## config.mk

```make
export PLATFORM = sky130hd
export DESIGN_NAME = pac_window
export DESIGN_NICKNAME = d
export VERILOG_FILES = /design/src/design/pac_pkg.sv /design/src/design/pac_window.sv
export SDC_FILE = /design/constraint.sdc
export NUM_CORES = 2
export LEC_CHECK = 0
export ABC_AREA = 1
export CAP_MARGIN = 20
export CORE_MARGIN = 5
export CORE_UTILIZATION = 65
export DETAILED_ROUTE_END_ITERATION = 12
export DONT_BUFFER_PORTS = 1
export PLACE_DENSITY_LB_ADDON = 0.15
export SYNTH_ARGS = -nofsm -noshare
export SYNTH_HDL_FRONTEND = slang
export SYNTH_SLANG_ARGS = --single-unit
```

## constraint.sdc

```tcl
create_clock -name i_clk -period 6.6 [get_ports i_clk]
set_input_delay 1.98 -clock i_clk [delete_from_list [all_inputs] [get_ports i_clk]]
set_output_delay 1.98 -clock i_clk [all_outputs]
set_load 0.02 [all_outputs]
```

## src/design/pac_pkg.sv

```systemverilog
// ----------------------------------------------------------------------------
// pac_pkg
// shared types, field widths and protocol constants of the anomaly classifier
// ----------------------------------------------------------------------------
package pac_pkg;

    // default table sizes
    localparam int DEF_MAX_FILTERS   = 64;
    localparam int DEF_MAX_ANOMALIES = 16;

    // field widths
    localparam int W_ACTION = 2;
    localparam int W_SLOT   = 6;
    localparam int W_OWNER  = 4;
    localparam int W_LABEL  = 16;
    localparam int W_EN     = 4;
    localparam int W_ETHER  = 16;
    localparam int W_PROTO  = 8;
    localparam int W_IP     = 32;
    localparam int W_PORT   = 16;
    localparam int W_TIME   = 52;
    localparam int W_CNT    = 32;
    localparam int W_SCAN   = 7;

    // number of slots an owner field can name
    localparam int OWNER_SPAN = 1 << W_OWNER;

    // register index of the scan length
    localparam int REG_FILTERS_IN_USE = 0;

    // protocol constants
    localparam logic [W_ETHER-1:0] ETHER_IPV4 = 16'h0800;
    localparam logic [W_PROTO-1:0] PROTO_UDP  = 8'd17;
    localparam logic [W_PROTO-1:0] PROTO_TCP  = 8'd6;

    // bit positions in field enables
    localparam int FE_SRC_IP = 0;
    localparam int FE_DST_IP = 1;
    localparam int FE_SPORT  = 2;
    localparam int FE_DPORT  = 3;

    typedef enum logic [W_ACTION-1:0] {
        ACT_FILTER_WR = 2'd0,
        ACT_START_WR  = 2'd1,
        ACT_END_WR    = 2'd2,
        ACT_CLASSIFY  = 2'd3
    } t_action;

    // packet token travelling along the cell row
    typedef struct packed {
        logic                  vld;
        logic                  hit;
        logic [W_OWNER-1:0]    owner;
        logic [W_PROTO-1:0]    proto;
        logic [W_IP-1:0]       sip;
        logic [W_IP-1:0]       dip;
        logic [W_PORT-1:0]     sport;
        logic [W_PORT-1:0]     dport;
        logic [OWNER_SPAN-1:0] win;
    } t_token;

    // filter entry write broadcast to every cell
    typedef struct packed {
        logic               en;
        logic [W_SLOT-1:0]  slot;
        logic [W_OWNER-1:0] owner;
        logic [W_EN-1:0]    enables;
        logic [W_IP-1:0]    sip;
        logic [W_IP-1:0]    dip;
        logic [W_PORT-1:0]  sport;
        logic [W_PORT-1:0]  dport;
    } t_filter_wr;

    // anomaly slot write
    typedef struct packed {
        logic               start_en;
        logic               end_en;
        logic [W_SLOT-1:0]  slot;
        logic [W_LABEL-1:0] label;
        logic [W_TIME-1:0]  tval;
    } t_slot_wr;

endpackage

```

## src/design/pac_window.sv

```systemverilog
// ----------------------------------------------------------------------------
// pac_window
// anomaly slot table: time windows and labels, window test for all slots
// ----------------------------------------------------------------------------
module pac_window #(
    parameter int MAX_ANOMALIES = pac_pkg::DEF_MAX_ANOMALIES
) (
    input  logic                               i_clk,
    input  pac_pkg::t_slot_wr                  i_wr,
    input  logic [pac_pkg::W_TIME-1:0]         i_time,
    output logic [pac_pkg::OWNER_SPAN-1:0]     o_win,
    input  logic [pac_pkg::W_OWNER-1:0]        i_owner,
    output logic [pac_pkg::W_LABEL-1:0]        o_label
);

    // only slots an owner field can reach are kept
    localparam int NUM_SLOTS = (MAX_ANOMALIES < pac_pkg::OWNER_SPAN) ?
                               MAX_ANOMALIES : pac_pkg::OWNER_SPAN;

    logic [pac_pkg::W_TIME-1:0]  r_start [NUM_SLOTS];
    logic [pac_pkg::W_TIME-1:0]  r_end   [NUM_SLOTS];
    logic [pac_pkg::W_LABEL-1:0] r_label [NUM_SLOTS];

    always_ff @(posedge i_clk) begin
        for (int s = 0; s < NUM_SLOTS; s++) begin
            if (i_wr.start_en && int'(i_wr.slot) == s) begin
                r_start[s] <= i_wr.tval;
                r_label[s] <= i_wr.label;
            end
            if (i_wr.end_en && int'(i_wr.slot) == s) begin
                r_end[s] <= i_wr.tval;
            end
        end
    end

    // open window, both ends exclusive; unreachable slots stay zero
    always_comb begin
        o_win = '0;
        for (int s = 0; s < NUM_SLOTS; s++) begin
            o_win[s] = (i_time > r_start[s]) && (i_time < r_end[s]);
        end
    end

    always_comb begin
        o_label = '0;
        for (int s = 0; s < NUM_SLOTS; s++) begin
            if (int'(i_owner) == s) begin
                o_label = r_label[s];
            end
        end
    end

endmodule

```

# After elaboration in Yosys (flattened, before gate mapping)

Memory sizes are Yosys's and may differ from the RTL's.
Cells that the tools add are included.

Register bits: 0
Memory bits (writable): 1920
Bits of input ports: 133
Output and inout port bits: 32
Logic and storage cells: 375
Memories kept: 3

Order comparisons: 32
Equality and inequality tests: 30
Multiplexer cells: 215
Reduce and logical (&&, ||, !) cells: 95

Memories:

| memory  | depth | width | read ports | clocked after Yosys merged registers in | wr ports | RTL line         | source |
|---|---|---|---|---|---|---|---|
| r_end   | 16    | 52    | 16         | 0                                       | 1        | pac_window.sv:21 | `logic [pac_pkg::W_TIME-1:0] r_end [NUM_SLOTS];` |
| r_start | 16    | 52    | 16         | 0                                       | 1        | pac_window.sv:20 | `logic [pac_pkg::W_TIME-1:0] r_start [NUM_SLOTS];` |
| r_label | 16    | 16    | 16         | 0                                       | 1        | pac_window.sv:22 | `logic [pac_pkg::W_LABEL-1:0] r_label [NUM_SLOTS];` |

Operators by type and width:

| kind                 | count |
|---|---|
| $mux W52             | 30 |
| $reduce_or A52 Y1    | 30 |
| $gt A52 B52 Y1       | 16 |
| $lt A52 B52 Y1       | 16 |
| $mux W16             | 31 |
| $reduce_or A16 Y1    | 15 |
| $mux W4              | 45 |
| $mux W1              | 109 |
| $eq A6 B5 Y1 const B | 8 |
| $logic_and A1 B1 Y1  | 48 |
| $eq A4 B4 Y1 const B | 8 |
| $eq A6 B4 Y1 const B | 4 |
| $eq A4 B3 Y1 const B | 4 |
| $eq A6 B3 Y1 const B | 2 |
| $eq A4 B2 Y1 const B | 2 |
| $eq A6 B2 Y1 const B | 1 |
| $logic_not A6 Y1     | 1 |
| $eq A4 B1 Y1 const B | 1 |
| $logic_not A4 Y1     | 1 |

# Logic depth before layout (Yosys ltp)

Depth after elaboration: 20
Depth in mapped cells: 14
Depth with buffers taken out: 14

# Least setup slack after synthesis

OpenSTA, ideal clock, no wires.

Path kind: in2reg
From: input i_wr[73] in the netlist's numbering
To: memory r_label[1][100] in the netlist's numbering, enable pin
Setup time: 0.494 ns
Data arrival time: 5.590 ns
Required time: 6.106 ns
Path slack: 0.515 ns
Stages: 4
Buffers on the path: 0
Cell sequence: or2_2 nor3b_1 nand2_1 nor2_1

Word-level cells in the longest chain between the ends: 20
Elaborated cells between the ends (all ways): 109
Classes of those cells: eq/ne (15); mux (62); reduce/logical (32)

Ends and longest elaborated chain:

| element                                                                   | RTL line         | source |
|---|---|---|
| start, declared                                                           | pac_window.sv:9  | `input pac_pkg::t_slot_wr i_wr,` |
| $eq A6 B2 Y1                                                              | pac_window.sv:26 | `if (i_wr.start_en && int'(i_wr.slot) == s) begin` |
| $logic_and A1 B1 Y1                                                       | pac_window.sv:26 |  |
| $mux W1                                                                   | pac_window.sv:26 |  |
| $mux W1 (not written as such)                                             | pac_window.sv:28 | `r_label[s] <= i_wr.label;` |
| $reduce_or A16 Y1 (no source line)                                        | -                |  |
| $mux W4 (no source line) / $mux W1 (equally long branches) (15 in series) | -                |  |
| end, declared                                                             | pac_window.sv:22 |  |

Several ways; a longest one is shown, not always the timed one.

# Final worst setup path

From: input i_time[27] in the netlist's numbering
To: output o_win[4] in the netlist's numbering

Word-level cells in the longest chain between the ends: 2
Elaborated cells between the ends (all ways): 3
Classes of those cells: order compare (2); reduce/logical (1)

Ends and longest elaborated chain:

| element                                                 | RTL line         | source |
|---|---|---|
| start, declared                                         | pac_window.sv:10 | `input logic [pac_pkg::W_TIME-1:0] i_time,` |
| $gt A52 B52 Y1 / $lt A52 B52 Y1 (equally long branches) | pac_window.sv:40 | `o_win[s] = (i_time > r_start[s]) && (i_time < r_end[s]);` |
| $logic_and A1 B1 Y1 (*)                                 | pac_window.sv:40 |  |
| end, declared                                           | pac_window.sv:11 | `output logic [pac_pkg::OWNER_SPAN-1:0] o_win,` |

Mark *: on every way between the ends. The rest lies on a longest branch, timed or not.

==> reports/metrics.yaml <==
grt_use_total: 0.345
tritoncts: "built"
clk_pin_slew_worst_paths_ns: 0.06
holdPathEnd: "r_end[1][335]$_DFFE_PP_"
crit_slowest_cell: "nand4_1"
hp-class: "input port to flip-flop"
grt_pass1_vias: 69438
grt.overflow.total: 0
slowest_delay_ns: 0.43
pwr-share-comb: 0.059
viasPerCell: 6.02
pwr-share-clk: 0.424
tightest_slew_ns: 1.09
path_class: "input port to output pin"
grt_max_degree: 69
maxSlewHeadroom: 0.276
hold_path_depth: 0
final_max_slew_viol_count: 0
p_int_w: 0.0204
drt-wirelength-per-cell_um: 24.6
via_count: 69590
area_growth_pct: 10.3
multiInputGateArea_um2: 37200
crit_path_max_fanout: 32
hold_viol_final: 0
cp_common_cell: "nand2_1"
switching_share: 0.220
post-cts-setup-buffers: 0
io_pins: 165
grt_antenna_before_repair: 5
cts_resized: 3
power_w: 0.0261
layout.area.seq_um2: 57700
period_needed_ns: 6.56
power_density_nw_per_um2: 232
wl_um: 284000
cp.required_ns: 4.62
min_from: "i_wr[23]"
syn_area_per_cell_um2: 11.4
rsz0062_at_grt: "no"
synth_area_um2: 102000
worstSetupEndpointType: "output pin"
ant_nets: 0
drt_first_pass_iters: 8
setup_viol: 0
hold_buffers: 0
arrival_ns: 4.58
initial_core_util: 0.654
num-nets-final: 11109
p_seq_frac: 0.517
clock.fmax_mhz: 153
clock-sinks: 1920
ctsRootBufferMaster: "clkbuf_16"
rows: 145
place_congestion: 0.925
clockBufferDepth: 3
drive_gt1_frac: 0.0518
die_area_um2: 165000
ys_ff_latch: 1920
maxCapViolCount: 0
period_share: 0.993
die_w_um: 406
fp.coreArea_um2: 156000
fillers: 10467
ir_drop_v: 0.000270
htree_num_levels: 4
synth_nets: 10762
ys_seq_area_frac: 0.565
p_switching_w: 0.00576
setup-tns-final_ns: 0
leakage_nw: 50.1
final_core_util: 0.721
detailed_place_hpwl_um: 182000
die_h_um: 406
synth_cell_types: 46
status: "finished, final reports clean"
port_buffers: 0
worstPathCellList: "ha_1 -> nand2_1 -> inv_1 -> nand3_1 -> nor3_1 -> nand2_1 -> nor3_2 -> nand4_1 -> nand2_1 -> nor2_1 -> nand3_1 -> nor2_1 -> buf_4 -> buf_4"
netlist_instances: 8981
yosysWarnings: 0
worstSetupStartpointType: "input port"
cts_buffers: 199
grt_pass1_wl_um: 417000
post-route-drc-count: 0
dr.first_iter.drc_count: 7278
state kept, by name, indices dropped and copies added, names as in the netlist:
signal and cells:
r_end 832, r_label 256, r_start 832
critical path: cells and delay by family:
kind / cells / cell delay [ns]
adder cells (fa/ha/maj): 1 / 0.32
buffers and inverters: 3 / 0.37
AND/OR/NAND/NOR: 10 / 1.85
layout by cell type (no fill, tap or decap), drive strengths merged:
cell type / netlist / layout
o21a: 46 / 46
o221ai: 28 / 28
ha: 1648 / 1648
bufinv: 0 / 18
clkinvlp: 0 / 3
nand4: 205 / 205
o21ai: 260 / 260
and3: 6 / 6
o31a: 1 / 1
a21oi: 863 / 863
or3: 3 / 3
nand2: 1085 / 1085
clkbuf: 12 / 245
nor4b: 1 / 1
o311ai: 1 / 1
a21boi: 10 / 10
nor2: 376 / 376
nor3b: 6 / 6
nor3: 104 / 104
edfxtp: 1920 / 1920
o22ai: 1 / 1
a21o: 4 / 4
a31oi: 10 / 10
o21bai: 3 / 3
inv: 1943 / 1948
nand3: 263 / 263
o31ai: 9 / 9
or2: 20 / 20
nand3b: 5 / 5
o211ai: 64 / 64
diode: 0 / 3
nor4: 47 / 47
a31o: 1 / 1
and2: 1 / 1
buf: 8 / 169
clkinv: 2 / 97
a211oi: 22 / 22
cell families (layout without fill, tap and decap cells):
| group | after synthesis | in the layout | synth area share |
|---|---|---|---|
| simple gates | 2122 | 2122 | 0.0903 |
| compound gates | 1323 | 1323 | 0.0700 |
| buf+inv | 1968 | 2480 | 0.0733 |
| flops | 1920 | 1920 | 0.565 |
| fa+ha+maj | 1648 | 1648 | 0.202 |
| other cells | 0 | 3 | 0 |
per-layer routing:
layer  wire (um)  share of wire  global-route usage
met1      106000           0.37               0.439
met2      130000           0.46               0.555
met3       30600           0.11              0.0764
met4       17600          0.062               0.185
met5          34        0.00012                   0
synth_stat cells, drive strengths merged:
| cell type | instances | area (um^2) |
|---|---|---|
| a211oi | 22 | 165 |
| a21boi | 10 | 75.1 |
| a21o | 4 | 30.0 |
| a21oi | 863 | 4320 |
| a31o | 1 | 8.76 |
| a31oi | 10 | 62.6 |
| and2 | 1 | 6.26 |
| and3 | 6 | 37.5 |
| buf | 8 | 41.3 |
| clkbuf | 12 | 116 |
| clkinv | 2 | 7.51 |
| dlygate4sd1 | 2 | 17.5 |
| dlymetal6s2s | 1 | 12.5 |
| edfxtp | 1920 | 57700 |
| ha | 1648 | 20600 |
| inv | 1943 | 7290 |
| nand2 | 1085 | 4080 |
| nand3 | 263 | 1320 |
| nand3b | 5 | 37.5 |
| nand4 | 205 | 1280 |
| nor2 | 376 | 1450 |
| nor3 | 104 | 521 |
| nor3b | 6 | 45.0 |
| nor4 | 47 | 294 |
| nor4b | 1 | 8.76 |
| o211ai | 64 | 480 |
| o21a | 46 | 345 |
| o21ai | 260 | 1300 |
| o21bai | 3 | 22.5 |
| o221ai | 28 | 245 |
| o22ai | 1 | 6.26 |
| o311ai | 1 | 8.76 |
| o31a | 1 | 8.76 |
| o31ai | 9 | 67.6 |
| or2 | 20 | 125 |
| or3 | 3 | 18.8 |
power groups by stage:
stage	registers (W)	clock network (W)	logic, W
3_3_place_gp	0.0138	0	0.00140
4_1_cts	0.0135	0.0112	0.00153
3_5_place_dp	0.0138	0	0.00151
2_1_floorplan	0.0138	0	0.00101
5_1_grt	0.0135	0.0117	0.00176
6_report	0.0135	0.0111	0.00155
how the worst max path moves through the flow:
stage,slack [ns],startpoint,end
global route,0.009,i_time[35],o_win[10]
detailed placement,-0.23,i_time[27],o_win[4]
global placement,-0.29,i_time[43],o_win[2]
finish,0.04,i_time[27],o_win[4]
CTS,0.10,i_time[27],o_win[4]
floorplan,0.52,i_wr[73],r_label[1][100]$_DFFE_PP_
through the flow:
step / cells / cell area, um^2 / hold slack [ns] / setup slack (ns)
global placement: 11182 / 106000 / 2.08 / -0.290
global route: 11551 / 113000 / 1.19 / 0.00868
floorplan: 8981 / 102000 / 2.08 / 0.515
CTS: 11551 / 113000 / 1.17 / 0.101
finish: 11554 / 113000 / 1.23 / 0.0443
detailed placement: 11185 / 106000 / 2.08 / -0.227
area by class of cell:
| cell class | instances | area share |
|---|---|---|
| Sequential cell | 1920 | 0.512 |
| Multi-Input combinational cell | 5093 | 0.331 |
| Timing Repair Buffer | 169 | 0.0129 |
| Tap cell | 2058 | 0.0229 |
| Clock inverter | 121 | 0.0110 |
| Clock buffer | 245 | 0.0459 |
| Inverter | 1945 | 0.0648 |
| Antenna cell | 3 | 0.0000666 |
Power figures use the tool's default switching activity.
