**src/design/pac_pkg.sv**
```systemverilog
// ----------------------------------------------------------------------------
// pac_pkg
// shared types, field widths and protocol constants of the anomaly classifier
// ----------------------------------------------------------------------------
package pac_pkg;

    // default table sizes
    localparam int DEF_MAX_FILTERS   = 64;
    localparam int DEF_MAX_ANOMALIES = 16;

    // field widths
    localparam int W_ACTION = 2;
    localparam int W_SLOT   = 6;
    localparam int W_OWNER  = 4;
    localparam int W_LABEL  = 16;
    localparam int W_EN     = 4;
    localparam int W_ETHER  = 16;
    localparam int W_PROTO  = 8;
    localparam int W_IP     = 32;
    localparam int W_PORT   = 16;
    localparam int W_TIME   = 52;
    localparam int W_CNT    = 32;
    localparam int W_SCAN   = 7;

    // number of slots an owner field can name
    localparam int OWNER_SPAN = 1 << W_OWNER;

    // register index of the scan length
    localparam int REG_FILTERS_IN_USE = 0;

    // protocol constants
    localparam logic [W_ETHER-1:0] ETHER_IPV4 = 16'h0800;
    localparam logic [W_PROTO-1:0] PROTO_UDP  = 8'd17;
    localparam logic [W_PROTO-1:0] PROTO_TCP  = 8'd6;

    // bit positions in field enables
    localparam int FE_SRC_IP = 0;
    localparam int FE_DST_IP = 1;
    localparam int FE_SPORT  = 2;
    localparam int FE_DPORT  = 3;

    typedef enum logic [W_ACTION-1:0] {
        ACT_FILTER_WR = 2'd0,
        ACT_START_WR  = 2'd1,
        ACT_END_WR    = 2'd2,
        ACT_CLASSIFY  = 2'd3
    } t_action;

    // packet token travelling along the cell row
    typedef struct packed {
        logic                  vld;
        logic                  hit;
        logic [W_OWNER-1:0]    owner;
        logic [W_PROTO-1:0]    proto;
        logic [W_IP-1:0]       sip;
        logic [W_IP-1:0]       dip;
        logic [W_PORT-1:0]     sport;
        logic [W_PORT-1:0]     dport;
        logic [OWNER_SPAN-1:0] win;
    } t_token;

    // filter entry write broadcast to every cell
    typedef struct packed {
        logic               en;
        logic [W_SLOT-1:0]  slot;
        logic [W_OWNER-1:0] owner;
        logic [W_EN-1:0]    enables;
        logic [W_IP-1:0]    sip;
        logic [W_IP-1:0]    dip;
        logic [W_PORT-1:0]  sport;
        logic [W_PORT-1:0]  dport;
    } t_filter_wr;

    // anomaly slot write
    typedef struct packed {
        logic               start_en;
        logic               end_en;
        logic [W_SLOT-1:0]  slot;
        logic [W_LABEL-1:0] label;
        logic [W_TIME-1:0]  tval;
    } t_slot_wr;

endpackage

```
**src/design/pac_cell.sv**
```systemverilog
// ----------------------------------------------------------------------------
// pac_cell
// one filter entry: stores the rule and tests the passing packet token
// ----------------------------------------------------------------------------
module pac_cell #(
    parameter int CELL_IDX = 0
) (
    input  logic                        i_clk,
    input  logic                        i_rst_n,
    input  logic                        i_hold,
    input  logic [pac_pkg::W_SCAN-1:0]  i_scan_len,
    input  pac_pkg::t_filter_wr         i_wr,
    input  pac_pkg::t_token             i_tok,
    output pac_pkg::t_token             o_tok
);

    logic [pac_pkg::W_IP-1:0]    r_sip;
    logic [pac_pkg::W_IP-1:0]    r_dip;
    logic [pac_pkg::W_PORT-1:0]  r_sport;
    logic [pac_pkg::W_PORT-1:0]  r_dport;
    logic [pac_pkg::W_EN-1:0]    r_en;
    logic [pac_pkg::W_OWNER-1:0] r_owner;

    pac_pkg::t_token r_tok;
    pac_pkg::t_token n_tok;

    logic w_addr_ok;
    logic w_port_any;
    logic w_proto_ok;
    logic w_port_ok;
    logic w_scanned;
    logic w_hit;

    always_ff @(posedge i_clk) begin
        if (i_wr.en && int'(i_wr.slot) == CELL_IDX) begin
            r_sip   <= i_wr.sip;
            r_dip   <= i_wr.dip;
            r_sport <= i_wr.sport;
            r_dport <= i_wr.dport;
            r_en    <= i_wr.enables;
            r_owner <= i_wr.owner;
        end
    end

    always_comb begin
        w_addr_ok  = (!r_en[pac_pkg::FE_SRC_IP] || r_sip == i_tok.sip) &&
                     (!r_en[pac_pkg::FE_DST_IP] || r_dip == i_tok.dip);
        w_port_any = r_en[pac_pkg::FE_SPORT] || r_en[pac_pkg::FE_DPORT];
        w_proto_ok = (i_tok.proto == pac_pkg::PROTO_UDP) ||
                     (i_tok.proto == pac_pkg::PROTO_TCP);
        w_port_ok  = (!r_en[pac_pkg::FE_SPORT] || r_sport == i_tok.sport) &&
                     (!r_en[pac_pkg::FE_DPORT] || r_dport == i_tok.dport);
        w_scanned  = int'(i_scan_len) > CELL_IDX;
        w_hit      = i_tok.vld && !i_tok.hit && w_scanned && i_tok.win[r_owner] &&
                     w_addr_ok && (!w_port_any || (w_proto_ok && w_port_ok));

        n_tok = i_tok;
        if (w_hit) begin
            n_tok.hit   = 1'b1;
            n_tok.owner = r_owner;
        end
    end

    always_ff @(posedge i_clk) begin
        if (!i_rst_n) begin
            r_tok.vld <= 1'b0;
        end else if (!i_hold) begin
            r_tok <= n_tok;
        end
    end

    assign o_tok = r_tok;

endmodule

```
**config.mk**
```make
export PLATFORM = sky130hd
export DESIGN_NAME = pac_cell
export DESIGN_NICKNAME = d
export VERILOG_FILES = /design/src/design/pac_pkg.sv /design/src/design/pac_cell.sv
export SDC_FILE = /design/constraint.sdc
export NUM_CORES = 1
export LEC_CHECK = 0
export ABC_AREA = 1
export ABC_CLOCK_PERIOD_IN_PS = 5950
export BUFFER_PORTS_ARGS = -buffer_cell sky130_fd_sc_hd__clkbuf_2
export CAP_MARGIN = 10
export CELL_PAD_IN_SITES_DETAIL_PLACEMENT = 1
export CELL_PAD_IN_SITES_GLOBAL_PLACEMENT = 1
export CORE_ASPECT_RATIO = 1.4
export CORE_MARGIN = 1
export CORE_UTILIZATION = 33
export CTS_CLUSTER_SIZE = 24
export DETAILED_ROUTE_END_ITERATION = 10
export GPL_ROUTABILITY_DRIVEN = 0
export MAX_ROUTING_LAYER = met4
export PLACE_DENSITY = 0.78
export REMOVE_ABC_BUFFERS = 1
export SLEW_MARGIN = 20
export SYNTH_ARGS = -nofsm -noshare
export SYNTH_HDL_FRONTEND = slang
export SYNTH_SLANG_ARGS = --single-unit
```
**constraint.sdc**
```tcl
create_clock -name i_clk -period 5.95 [get_ports i_clk]
set_clock_uncertainty 0.1 [all_clocks]
set_input_delay 0.2975 -clock i_clk [delete_from_list [all_inputs] [get_ports i_clk]]
set_output_delay 0.2975 -clock i_clk [all_outputs]
set_load 0.005 [all_outputs]
```
# After elaboration in Yosys (flattened, before gate mapping)
# Cells that the tools add are included.
# Widths: inputs -> output; s select.
dict set report totals {
  ff_bits 230
}
dict set report op_classes {
  n_bitwise 1
  eq_ne 6
  order_cmp 2
  mux 3
  n_reduce_logical 24
}
# cell count
set op_table {}
lappend op_table {{$eq 32x32->1} 2}
lappend op_table {{$eq 16x16->1} 2}
lappend op_table {{$logic_and 1x1->1} 9}
lappend op_table {{$eq 8x3->1 const B} 1}
lappend op_table {{$eq 8x5->1 const B} 1}
lappend op_table {{$gt 7x1->1 const B} 1}
lappend op_table {{$logic_or 1x1->1} 7}
lappend op_table {{$logic_not 1->1} 6}
lappend op_table {{$logic_not 6->1} 1}
lappend op_table {{$lt 4x5->1 const B} 1}
lappend op_table {{$bmux 1 s4} 1}
lappend op_table {{$mux 4} 1}
lappend op_table {{$reduce_and 2->1} 1}
lappend op_table {{$mux 1} 1}
lappend op_table {{$not 1->1} 1}

# Longest topological paths before layout
# Gate-level depths: netlist of run 1.
dict set report depth {
  depth_word 7
  depth_mapped 13
}

# Worst setup path after synthesis of run 1
# Ideal clock, no wire load.
dict set report synth_path {
  path_kind {input -> register}
  startpoint {input i_rst_n}
  endpoint {register r_tok (netlist bit o_tok[0]), enable pin}
  slack_ns -0.330
  path_buffers 0
  arrival_time_ns 5.566
  cell_stages 2
  path_cell_list {inv_1 > nor2_1}
}
dict set report synth_between {
  elab_chain_len 1
}
# element line
set synth_rtl {}
lappend synth_rtl {{start: declaration} pac_cell.sv:9} ;# input logic i_rst_n,
lappend synth_rtl {{$reduce_and 2->1 (no source line)} -}
lappend synth_rtl {{end signal: assignment} pac_cell.sv:68} ;# r_tok <= n_tok;
lappend synth_rtl {{end: declaration} pac_cell.sv:24} ;# pac_pkg::t_token r_tok;
# Every way passes these cells.
# A chain may end at the register's enable or synchronous reset.

# Worst setup path in the final report of run 1
dict set report layout_path {
  startpoint {input i_hold}
  endpoint {register r_tok (netlist bit o_tok[45]), enable pin}
}
dict set report layout_between {
  elab_chain_len 2
}
# element line
set layout_rtl {}
lappend layout_rtl {{start: declaration} pac_cell.sv:10} ;# input logic i_hold,
lappend layout_rtl {{$not 1->1 (no source line)} -}
lappend layout_rtl {{$reduce_and 2->1 (no source line)} -}
# Every way passes these cells.

==> results.ini, run 1 <==
[sta]
worst_pin_slew_ns = 0.779
maxSlewHeadroom_pct = 48.1
rsz0062_at_grt = false
fin_crit_sh_pct = 41.1
setup_tns_ns = 0
post-route-min-period_ns = 2.45
max_freq_ghz = 0.409
whs_ns = 0.209
drv_slew = 0
setup_viol = 0
hold_viol = 0

[route]
remaining_drc_errors = 0
viasPerCell = 4.57
vias = 7375
drtAntennaViolNets = 0
firstDrtPassIters = 4
wl_um = 33200
drt-initial-drc-count = 212
routedWlPerCell_um = 20.6

[global_route]
grt_pass1_vias = 8734
grt_antenna_before_repair = 3
grt_max_degree = 56
grt_overflow = 0
grt_pass1_wl_um = 48800
grtUsageTotal_pct = 24.8

[floorplanning]
ioPinCount = 373
die_h_um = 196
chipWidth_um = 140
die_area_mm2 = 0.0274
start_util_pct = 33.7
rows = 70
core-area_mm2 = 0.0262

[yosys]
synth-adder-area-share_pct = 0
postSynthCellCount = 639
synthesis.area_mm2 = 0.00884
synth-simple-area-share_pct = 11.9
ys_seq_elements = 230
synth_top_family_by_area = simple AND/OR/NAND/NOR gates
synth.area.mux_share_pct = 0
synth-xor-area-share_pct = 6.15
ys_warn_count = 0
yosysUniqueCellTypes = 24
synth.avg_cell_area_um2 = 13.8
yosysSeqAreaShare_pct = 78.1
synth_compound_area_share_pct = 0.694

[min_path]
holdPathEnd = o_tok[114]$_DFFE_PP_
hp-start = i_rst_n
hold_class = in -> reg
hold_depth = 3

[placement]
hpwl_um = 19000
placed_area_mm2 = 0.0111
placed_cells = 1337
portBuffers = 372

[power_and_ir_drop]
pwr-share-clk_pct = 38.4
powerDensity_mw_per_mm2 = 261
power.leakage_nw = 6.15
power.switching_mw = 0.824
swShare_pct = 22.2
power_frac_comb_pct = 10.8
internal_power_mw = 2.88
vdd_drop_max_mv = 0.234
finalPower_mw = 3.70
seqPwrFrac_pct = 50.8

[setup_path]
reg2reg_depth = 13
crit_path_start = i_hold
r2r_slack_ns = 3.85
crit_fanout = 55
startpoint_type = input port
r2r_start = r_sip[30]$_DFFE_PP_
reg2reg_to = o_tok[120]$_DFFE_PP_
required_ns = 5.98
cp-end-kind = flip-flop
cp_data_arrival_time_ns = 2.47
crit_type = in -> reg

[cts]
clk_latency_ns = 0.51
cts_buffers = 23
numClockSinks = 230
post_cts_buffers = 0
htree_levels = 1
cts_tree = yes
clock-root-buffer = clkbuf_16
clkTransAtPathRegs_ns = 0.06
max-clock-path-buffers = 3

[layout]
stdcell_count = 1613
nFillCells = 2768
final_nets = 1517
area_growth_pct = 60.4
design_area_mm2 = 0.0142
drive_above_1_share_pct = 32.3

[flow_run]
maxCapViolations = 0

[run_status]
status = finished clean

flip-flops by register name, indices dropped and copies added, names as in the netlist:
| name | count |
|---|---|
| r_sip | 32 |
| r_dip | 32 |
| o_tok | 126 |
| r_owner | 4 |
| r_sport | 16 |
| r_en | 4 |
| r_dport | 16 |
worst max path at each step:
stage                                to  slack (ns)
floorplan            o_tok[0]$_DFFE_PP_       -0.33
global placement     r_sip[2]$_DFFE_PP_        3.34
detailed placement  o_tok[84]$_DFFE_PP_        3.27
CTS                 o_tok[84]$_DFFE_PP_        3.23
global route        o_tok[84]$_DFFE_PP_        3.42
finish              o_tok[45]$_DFFE_PP_        3.50
cell usage in the layout, fill, tap and decap left out, types with 2 or more instances in the layout:
cell type      Yosys  layout
nand3_1           12      12
clkbuf_1           0       8
buf_4              0       3
inv_1             72      72
a21oi_1            2       2
xnor2_1           46      46
clkinv_1           0       4
o21ai_0            5       5
clkbuf_8           0       4
nor2_2             2       2
clkbuf_16          0      23
diode_2            0       3
nor3_1             4       4
o211ai_1           2       2
nand2_1          164     164
nor2_1            72      71
nand2_2            2       2
nor2_4             1       2
edfxtp_1         229     229
clkbuf_2           0     372
xor2_1            16      16
dlygate4sd3_1      0     231
power by group through the flow:
stage | combinational, mW | clock [mW] | sequential (mW)
after floorplan | 0.0612 | 0 | 1.92
after global placement | 0.244 | 0 | 1.90
after detailed placement | 0.255 | 0 | 1.91
after CTS | 0.383 | 1.42 | 1.87
after global routing | 0.427 | 1.52 | 1.88
final | 0.399 | 1.42 | 1.88
cell families after synthesis:
kind of cell / count (synthesis)
DFF: 230
buffers and inverters: 74
AOI/OAI and AO/OA: 11
xor gates and xnor gates: 62
and+or+nand+nor: 262
what timing repair did:
action | CTS | global route
endpoints found under the hold margin | 230 | 0
hold buffers | 231 | 0
gates resized for setup | 0 | 0
setup endpoints to repair | 0 | 0
critical path: stages:
cell and delay [ns]:
dlygate4sd3_1 0.55, clkbuf_2 0.15, nor2_4 0.50, buf_12 0.27
buf_4 0.61
routing by layer:
layer | GRT usage [%] | up-vias | routed length (µm)
met5 | - | - | 0
met4 | 11.2 | 0 | 1320
met3 | 4.71 | 82 | 1880
met2 | 51.1 | 319 | 19700
met1 | 20.5 | 3570 | 10300
li1 | - | 3404 | -
through the flow:
stage	worst slack (ns)	utilization, %
floorplan	-0.330	-
global placement	3.34	42.5
detailed placement	3.27	42.5
CTS	3.23	54.0
global route	3.42	54.1
finish	3.50	54.1
cells in the mapped netlist (all sizes together):
| cell type | n | share of area (%) |
|---|---|---|
| edfxtp | 229 | 78 |
| nand2 | 166 | 7.1 |
| nor2 | 75 | 3.3 |
| inv | 73 | 3.1 |
| xnor2 | 46 | 4.6 |
| xor2 | 16 | 1.6 |
| nand3 | 12 | 0.68 |
| o21ai | 6 | 0.34 |
| nor3 | 4 | 0.23 |
| a21oi | 2 | 0.11 |
| o211ai | 2 | 0.17 |
| a31oi | 1 | 0.071 |
| and3 | 1 | 0.071 |
| buf | 1 | 0.13 |
| dfxtp | 1 | 0.23 |
| nand4 | 1 | 0.24 |
| nor3b | 1 | 0.085 |
| nor4 | 1 | 0.071 |
| or2 | 1 | 0.071 |
final cells by class:
class / instances / area [µm²] / share of cell area (%)
Clock inverter: 6 / 50.0 / 0.353
Clock buffer: 35 / 661 / 4.66
Sequential cell: 230 / 6900 / 48.6
Inverter: 73 / 274 / 1.93
Tap cell: 324 / 405 / 2.86
Timing Repair Buffer: 607 / 4220 / 29.7
Antenna cell: 3 / 7.51 / 0.0530
Multi-Input combinational cell: 335 / 1670 / 11.8
Power figures use the tool's default switching activity.
==> run 2, diff against run 1 <==
ABC_AREA = 0   (was 1)
ABC_CLOCK_PERIOD_IN_PS = 2410   (was 5950)
CORE_UTILIZATION = 38   (was 33)
PLACE_DENSITY = 0.83   (was 0.78)
clock period = 2.41 ns   (was 5.95 ns; I/O delays follow)
==> run 2 against run 1 <==
Effect of this change: the flow now stops in 4_1_cts; area after synthesis fell by 6.9%; synthesized cell count down 40%.
==> results.ini, run 2 <==
[run_status]
status = aborted with a tool error
haltStage = 4_1_cts
first-error = [ERROR RSZ-0060] Max buffer count reached.

[cts]
max-clock-path-buffers = 3
hold_buffers = 215
post_cts_buffers = 0
numClockSinks = 230
htree_levels = 1
clock-root-buffer = clkbuf_16
cts_resized = 5
cts_buffers = 23

[yosys]
synth-simple-area-share_pct = 3.38
yosysUniqueCellTypes = 20
yosys.area.top_type = edfxtp_1
synth-xor-area-share_pct = 10.2
synth.most_common_cell = edfxtp_1
ys_seq_elements = 230
synth_compound_area_share_pct = 0.396
synthArstFlopShare_pct = 0
synth_top_family_by_area = XOR/XNOR gates
synth.avg_cell_area_um2 = 21.4
synth_common_cells = edfxtp_1 (229), xor2_1 (80), nor4_1 (23), xnor2_1 (16), nand4_1 (9)
yosysSeqAreaShare_pct = 83.9
ys_warn_count = 0
postSynthCellCount = 385
synthesis.area_mm2 = 0.00822
synth_area_leaders = edfxtp_1 (84%), xor2_1 (8.5%), nor4_1 (1.7%), xnor2_1 (1.7%), mux4_2 (0.82%)
synth_flop_cell = edfxtp_1
synth.area.mux_share_pct = 2.13
yosys.area.top_type_share_pct = 83.6
synth_edf_count = 229
synth-adder-area-share_pct = 0

[floorplanning]
start_util_pct = 38.8
die_h_um = 176
chipWidth_um = 126
rows = 63
ioPinCount = 373

[placement]
hpwl_um = 17600
placed_cells = 1032
portBuffers = 372

==> run 2: cell count changes after synthesis, moves of 12 or more <==
cell / delta
nand2_1: -161
inv_1: -72
nor2_1: -71
xor2_1: +64
xnor2_1: -30
nor4_1: +22
nand3_1: -12
==> run 2: logic make-up after synthesis <==
family / after synthesis
compound gates: 5
xor+xnor: 96
simple gates: 44
mux: 10
flops: 230
==> run 2: through the flow <==
| stage | worst slack (ns) | utilization, % | area, µm² | hold WS, ns | TNS [ns] |
|---|---|---|---|---|---|
| after floorplan | -9.12 | - | 8220 | 0.119 | -1446.72 |
| after global placement | -0.113 | 50.0 | 10600 | 0.198 | -0.447 |
| after detailed placement | -0.256 | 50.0 | 10600 | 0.199 | -1.08 |
==> run 3, diff against run 2 <==
CELL_PAD_IN_SITES_DETAIL_PLACEMENT = not set   (was 1)
CELL_PAD_IN_SITES_GLOBAL_PLACEMENT = not set   (was 1)
CORE_ASPECT_RATIO = not set   (was 1.4)
CORE_UTILIZATION = 35   (was 38)
CTS_CLUSTER_SIZE = not set   (was 24)
MAX_ROUTING_LAYER = not set   (was met4)
PLACE_DENSITY = not set   (was 0.83)
PLACE_DENSITY_LB_ADDON = 0.15   (was not set)
==> run 3 against run 2 <==
Effect of this change: the flow again stops in 4_1_cts; area after synthesis is the same; synthesized cell count is the same.
==> results.ini, run 3 <==
[yosys]
synth.avg_cell_area_um2 = 21.4
ys_warn_count = 0
yosysSeqAreaShare_pct = 83.9
yosys.area.top_type_share_pct = 83.6
synth_flop_cell = edfxtp_1
ys_seq_elements = 230
postSynthCellCount = 385
yosys.area.top_type = edfxtp_1
yosysUniqueCellTypes = 20
synthArstFlopShare_pct = 0
synth_area_leaders = edfxtp_1 (84%), xor2_1 (8.5%), nor4_1 (1.7%), xnor2_1 (1.7%), mux4_2 (0.82%)
synth_common_cells = edfxtp_1 (229), xor2_1 (80), nor4_1 (23), xnor2_1 (16), nand4_1 (9)
synth_edf_count = 229
synthesis.area_mm2 = 0.00822
synth.most_common_cell = edfxtp_1

[run_status]
haltStage = 4_1_cts
status = aborted with a tool error
first-error = [ERROR RSZ-0060] Max buffer count reached.

[cts]
clock-root-buffer = clkbuf_16
numClockSinks = 230
htree_levels = 1
hold_buffers = 227
cts_buffers = 25
post_cts_buffers = 0
max-clock-path-buffers = 3
cts_resized = 9

[placement]
hpwl_um = 15600
portBuffers = 372

[floorplanning]
start_util_pct = 36.0
ioPinCount = 373
die_h_um = 155
rows = 55
chipWidth_um = 155

run 3: logic make-up after synthesis:
family | synth area share [%]
AOI/OAI and AO/OA | 0.396
DFF | 83.9
muxes | 2.13
xor gates and xnor gates | 10.2
and+or+nand+nor | 3.38
run 3: through the flow:
stage	setup slack, ns	util [%]	cells	cell area, µm²	TNS [ns]
2_1_floorplan	-9.12	-	385	8220	-1446.72
3_3_place_gp	-0.199	46.7	1087	10700	-0.822
3_5_place_dp	-0.275	46.7	1087	10700	-1.09
